**src/rtl/rgbmf_pkg.sv**
```systemverilog
// ----------------------------------------------------------------------------
// RGB 3x3 max filter package
// Pixel and window column types, register indexes and the channel max helper.
// ----------------------------------------------------------------------------
`timescale 1ns / 1ps
`default_nettype none

package rgbmf_pkg;

   // One RGB pixel; red sits in the lowest byte to match the stream layout.
   typedef struct packed {
      logic [7:0] blue;
      logic [7:0] green;
      logic [7:0] red;
   } rgb_pixel_type;

   // One column of the 3x3 window, top row first.
   typedef struct packed {
      rgb_pixel_type top;
      rgb_pixel_type mid;
      rgb_pixel_type bot;
   } rgb_column_type;

   // Window size and register map.
   localparam int WIN_SIZE    = 3;
   localparam int CSR_INDEX_W = 1;
   localparam int CSR_DATA_W  = 16;

   localparam logic [CSR_INDEX_W-1:0] CSR_IMAGE_WIDTH  = 1'b0;
   localparam logic [CSR_INDEX_W-1:0] CSR_IMAGE_HEIGHT = 1'b1;

   localparam logic [12:0] IMAGE_WIDTH_RESET  = 13'd640;
   localparam logic [15:0] IMAGE_HEIGHT_RESET = 16'd480;

   // Per-channel maximum of two pixels.
   function automatic rgb_pixel_type pix_max(input rgb_pixel_type a, input rgb_pixel_type b);
      rgb_pixel_type m;
      m.red   = (a.red   > b.red)   ? a.red   : b.red;
      m.green = (a.green > b.green) ? a.green : b.green;
      m.blue  = (a.blue  > b.blue)  ? a.blue  : b.blue;
      return m;
   endfunction

endpackage

`default_nettype wire

```
**src/rtl/rgbmf_cell.sv**
```systemverilog
// ----------------------------------------------------------------------------
// RGB 3x3 max filter window cell
// Holds one window column, passes it on at each shift and extends the
// running per-channel maximum handed in by its neighbor.
// ----------------------------------------------------------------------------
`timescale 1ns / 1ps
`default_nettype none

module rgbmf_cell import rgbmf_pkg::*; (
   input  wire logic           clock,
   input  wire logic           shift,
   input  wire rgb_column_type col_in,
   output rgb_column_type      col_out,
   input  wire rgb_pixel_type  max_in,
   output rgb_pixel_type       max_out
);

   rgb_column_type col_ff;
   rgb_column_type col_in_q;

   // Column register, loaded from the neighbor on every shift.
   always_comb begin
      col_in_q = shift ? col_in : col_ff;
   end

   always_ff @(posedge clock) begin
      col_ff <= col_in_q;
   end

   // Running maximum over this column and all cells before it.
   assign max_out = pix_max(max_in, pix_max(col_ff.top, pix_max(col_ff.mid, col_ff.bot)));
   assign col_out = col_ff;

endmodule

`default_nettype wire

```
**config.mk**
```make
export PLATFORM = sky130hd
export DESIGN_NAME = rgbmf_cell
export DESIGN_NICKNAME = d
export VERILOG_FILES = /design/src/rtl/rgbmf_pkg.sv /design/src/rtl/rgbmf_cell.sv
export SDC_FILE = /design/constraint.sdc
export NUM_CORES = 1
export LEC_CHECK = 0
export BUFFER_PORTS_ARGS = -buffer_cell sky130_fd_sc_hd__buf_2
export CAP_MARGIN = 5
export CORE_MARGIN = 2
export CORE_UTILIZATION = 35
export DETAILED_ROUTE_END_ITERATION = 7
export SYNTH_ARGS = -nofsm -noshare
export SYNTH_HDL_FRONTEND = slang
export SYNTH_SLANG_ARGS = --single-unit
```
**constraint.sdc**
```tcl
create_clock -name clock -period 6.45 [get_ports clock]
set_input_delay 1.29 -clock clock [delete_from_list [all_inputs] [get_ports clock]]
set_output_delay 1.29 -clock clock [all_outputs]
set_load 0.03 [all_outputs]
```
==> reports/metrics.cfg, run 1 <==
[sta]
hold_viol=0
clock.fmax_mhz=153
final-setup-viol-count=6
setup_slack_ns=-0.0976
period_needed_ns=6.55
rsz0062_at_grt=true
tightest_slew_ns=0.950
drv_slew=0
period_share=1.02
slew_headroom=0.367

[floorplanning]
ios=194
start_util=0.355
coreArea_um2=14400
rows=44
die_h_um=125
dieArea_um2=15600
die_width_um=125

[pwr]
cellPowerDensity_nw_per_um2=380
p_leak_nw=3.76
irDropWorstVdd_mv=0.254

[critical_path]
crit_type=reg2out
crit_chain=ha_4 > a211o_1 > a21o_1 > o21ai_1 > buf_4 > mux2_4 > inv_1 > ha_1 > nand4_1 > o21a_1 > or2_4 > mux2_4 > a21oi_4 > or2_1 > ha_4 > a21o_1 > a21oi_2 > nand2b_1 > o21a_4 > buf_8 > o31ai_2 > buf_4
cp_max_fo=7
endpoint_kind=output pin
arrival_ns=5.26
critPathMaxStageDelay_ns=0.46
cpMaxStageDelayCell=edfxtp_1
critical_path_required_ns=5.16
startpoint_type=flop

[clock_network]
cts_buffers=9
cts.sinks=72
cts_tree=built
ctsHtreeMaxLevel=3
hold_buffers=0
clockRootBuffer=clkbuf_16
clkTransAtPathRegs_ns=0.06
clk_path_buf_depth=2

[grt]
grt_max_degree=73
track_usage=0.189
antenna_found_initial=1
grt_pass1_wl_mm=24.1
grt_pass1_vias=4916
grt.overflow.total=0

[synthesis]
ys.flop_type=edfxtp_1
synthCells=481
synth_seq_cells=72
yosysSeqAreaShare=0.422
synth_edf_count=72
syn_area_um2=5120
ys_async_sr_fraction=0
synthesis.nets=650
synth_cell_types=50
yosysWarnings=0
syn_area_per_cell_um2=10.6

[layout]
fin_nets=932
final_cell_mix=buf_2 (170), edfxtp_1 (72), buf_4 (68)
drive_above_1_share=0.560
utilization=0.583
layout_commonest_cell=buf_2
syn_to_final_growth_pct=64.2
antenna-diode-count=0
largest_register_ffs=72

[detailed_routing]
antenna_left=0
first_iter_violations=163
avgViaCountPerCell=5.22
wl_per_cell_um=17.1
vias=4965
drc=0
drt_wl_total_mm=16.2
firstDrtPassIters=5

[place]
pre_cts_ws_ns=-0.0831
dp_hpwl_mm=11.8
portBuffers=193
place.gp.congestion=0.813

[hold_path]
hp-class=in2reg

[outcome]
status=finished with violations
violations=setup timing

[flow_run]
maxCapViolations=0

## per-layer routing
layer  vias to the layer above  share of wire  global-route usage  wire, um
met4                         2          0.016              0.0529       265
li1                       2397              -                   -         -
met2                       167           0.51               0.336      8240
met3                        23          0.061              0.0454       986
met5                         -        0.00074                   0        12
met1                      2376           0.42               0.229      6750
## power by group
group | switching, mW | internal, mW | leakage (nW) | total, mW
Sequential | 0.0392 | 0.560 | 0.705 | 0.599
Clock | 0.192 | 0.295 | 0.136 | 0.487
Combinational | 1.11 | 1.00 | 2.92 | 2.11
Total | 1.34 | 1.86 | 3.76 | 3.20
## area by class of cell
class                      instances  area, um2
clock buffer                       9        225
clock inverter                     7       62.6
fill                            1205       6020
inverter                          54        203
multi-input combinational        344       3640
sequential                        72       2160
tap                              184        230
timing repair buffer             282       1890
## through the flow
stage / cell area [um2] / TNS, ns / hold WS [ns] / total power [mW] / std cells
after floorplan: 5380 / -1.46 / 1.39 / 1.69 / 481
after global placement: 6720 / 0 / 1.47 / 2.06 / 876
after detailed placement: 6720 / -0.500 / 1.47 / 2.09 / 876
after CTS: 7510 / -0.0280 / 1.11 / 2.82 / 916
after global routing: 8410 / -5.43 / 1.11 / 3.36 / 952
final: 8410 / -0.254 / 1.12 / 3.20 / 952
## final timing paths
check | start | endpoint | slack [ns] | cells after the start
setup / recovery | col_out[29] | max_out[2] | -0.1 | 22
hold / removal | col_in[49] | col_out[49] | 1.12 | 1
## synth_stat cells, types with 3 or more instances
cell | n | area share
edfxtp_1 | 72 | 0.42
ha_1 | 71 | 0.17
inv_1 | 54 | 0.040
o21a_1 | 31 | 0.045
a21oi_1 | 27 | 0.026
nor2_1 | 24 | 0.018
nand2_1 | 20 | 0.015
o21ai_0 | 18 | 0.018
a21o_1 | 16 | 0.023
nand4_1 | 13 | 0.016
nor2b_1 | 11 | 0.013
a211oi_1 | 10 | 0.015
clkbuf_1 | 10 | 0.0073
nand3_1 | 9 | 0.0088
a221oi_1 | 8 | 0.014
mux2_2 | 8 | 0.018
mux2i_1 | 8 | 0.016
nor3_1 | 8 | 0.0078
o2bb2ai_1 | 8 | 0.014
o221ai_1 | 7 | 0.012
or2_1 | 7 | 0.0086
o31ai_1 | 4 | 0.0059
a21oi_2 | 3 | 0.0051
and3_1 | 3 | 0.0037
## worst max-delay path: cells and delay by family, from the launching register on
kind / cells / cell delay [ns]
AO/OA/AOI/OAI: 9 / 1.84
adder cells (fa/ha/maj): 3 / 0.62
buffers and inverters: 4 / 0.59
flip-flops: 1 / 0.46
multiplexers: 2 / 0.66
AND/OR/NAND/NOR: 4 / 0.73
## repair_timing
action                                  CTS  global route
gates resized for setup                  78           128
pin swaps                                15            52
setup buffers                            24            35
endpoints found under the setup margin   24            24
cloned                                    0             2
## kinds of logic after synthesis
| group | Yosys count | share of synthesized area |
|---|---|---|
| buf+inv | 65 | 0.0491 |
| mux | 18 | 0.0406 |
| compound gates | 149 | 0.208 |
| simple gates | 106 | 0.107 |
| flops | 72 | 0.422 |
| fa+ha+maj | 71 | 0.174 |
No activity file was read; power rests on OpenSTA's default activity.
==> run 2: changes to the inputs <==
--- a/config.mk
+++ b/config.mk
@@ -5,11 +5,13 @@
 export SDC_FILE = /design/constraint.sdc
 export NUM_CORES = 1
 export LEC_CHECK = 0
-export BUFFER_PORTS_ARGS = -buffer_cell sky130_fd_sc_hd__buf_2
+export BUFFER_PORTS_ARGS = -buffer_cell sky130_fd_sc_hd__clkbuf_2
 export CAP_MARGIN = 5
 export CORE_MARGIN = 2
-export CORE_UTILIZATION = 35
+export CORE_UTILIZATION = 45
 export DETAILED_ROUTE_END_ITERATION = 7
+export GPL_TIMING_DRIVEN = 0
+export PLACE_DENSITY = 0.77
 export SYNTH_ARGS = -nofsm -noshare
 export SYNTH_HDL_FRONTEND = slang
 export SYNTH_SLANG_ARGS = --single-unit
==> run 2 against run 1 <==
  * The run still ends with setup timing left
  * Clock power grew 3%
  * Global-route usage grew 7.4 points
  * Via count grew 8.0%
  * Final cell count shrank 4.6%
  * Hold slack lost 0.0018 ns
  * Flip-flop and latch count is the same
  * Final area grew 1.8%
==> reports/metrics.cfg, run 2 (same netlist as run 1, synthesis figures left out) <==
[outcome]
status=finished with violations
violations=setup timing

[layout]
syn_to_final_growth_pct=67.1
antenna-diode-count=0
layout_commonest_cell=clkbuf_2
fin_nets=932
fin_cells=908
final_cell_mix=clkbuf_2 (168), edfxtp_1 (72), buf_4 (66)
drive_above_1_share=0.577
fin_area_um2=8560
largest_register_ffs=72

[critical_path]
arrival_ns=5.51
cpMaxStageDelayCell=edfxtp_1
endpoint_kind=output pin
cpMostUsedCell=o21a_1
critPathMaxStageDelay_ns=0.43
crit_type=reg2out
startpoint_type=flop
cp_max_fo=8
critical_path_required_ns=5.16

[sta]
period_share=1.05
hold_viol=0
rsz0062_at_grt=true
drv_slew=0
final-setup-viol-count=24
hold_slack_ns=1.12
slew_headroom=0.224
clock.fmax_mhz=147
tightest_slew_ns=1.16
setup_slack_ns=-0.347
period_needed_ns=6.80

[floorplanning]
start_util=0.466
rows=38
ios=194
coreArea_um2=11000
die_h_um=111
die_width_um=111
dieArea_um2=12200

[clock_network]
clk_path_buf_depth=2
hold_buffers=0
cts.sinks=72
clkTransAtPathRegs_ns=0.06
clockRootBuffer=clkbuf_16
cts_buffers=9
cts_tree=built
ctsHtreeMaxLevel=3

[detailed_routing]
avgViaCountPerCell=5.90
wl_per_cell_um=20.6
drc=0
first_iter_violations=463
firstDrtPassIters=5
drt_wl_total_mm=18.7
vias=5361
antenna_left=0

[place]
dp_cells=814
place.gp.congestion=0.849
dp_hpwl_mm=11.3
place_area_um2=6530
portBuffers=193

[grt]
grt_pass1_vias=5331
antenna_found_initial=0
grt_pass1_wl_mm=26.0
grt.overflow.total=0
grt_max_degree=73
track_usage=0.263

[pwr]
irDropWorstVdd_mv=0.376
p_total_mw=3.41
p_leak_nw=3.87
cellPowerDensity_nw_per_um2=399

[flow_run]
maxCapViolations=0

[hold_path]
hp-class=in2reg

-- run 2: cell count changes in the layout (fill, tap and decap cells not counted), sizes merged --
cell,change
clkinv,+1
buf,-185
inv,+1
clkbuf,+185
clkinvlp,-2
-- run 2: worst paths after layout --
path,from,end,cells past startpoint
max,col_out[9],max_out[11],28
min,col_in[35],col_out[35],1
-- run 2: layer usage --
layer | global-route usage | up-vias | share of wire
met5 | 0 | - | 0
met4 | 0.118 | 0 | 0.041
met3 | 0.0569 | 67 | 0.057
met2 | 0.471 | 285 | 0.52
met1 | 0.299 | 2610 | 0.38
li1 | - | 2399 | -
-- run 2: through the flow --
stage / utilization / setup WS [ns] / TNS [ns]
after floorplan: - / -0.138 / -1.46
after CTS: 0.722 / -0.187 / -1.23
after global routing: 0.779 / -0.477 / -9.97
after global placement: 0.594 / -0.541 / -9.50
final: 0.779 / -0.347 / -6.18
after detailed placement: 0.594 / -0.803 / -13.94
-- run 2: report_power, final --
part	switching (mW)	internal (mW)
clock	0.201	0.299
combinational	1.21	1.09
sequential	0.0434	0.560
total	1.46	1.95
-- run 2: final cells by class --
type	instances	area [um2]
Buffer	9	120
Clock buffer	9	225
Clock inverter	7	70.1
Fill cell	622	2430
Inverter	54	203
Multi-Input combinational cell	344	3750
Sequential cell	72	2160
Tap cell	140	175
Timing Repair Buffer	273	1850
-- run 2: worst max-delay path, delay by kind of cell, from the launching register on --
| family | cells | cell delay (ns) |
|---|---|---|
| DFF | 1 | 0.43 |
| muxes | 1 | 0.20 |
| buffers and inverters | 8 | 1.24 |
| and+or+nand+nor | 4 | 0.63 |
| adders and majority gates | 3 | 0.71 |
| AOI/OAI and AO/OA | 12 | 1.96 |
-- run 2: timing repair --
action,CTS,global route
gates resized for setup,143,122
cloned,1,0
pin swaps,33,39
hold endpoints to repair,0,0
setup endpoints to repair,24,24
setup buffers,57,22
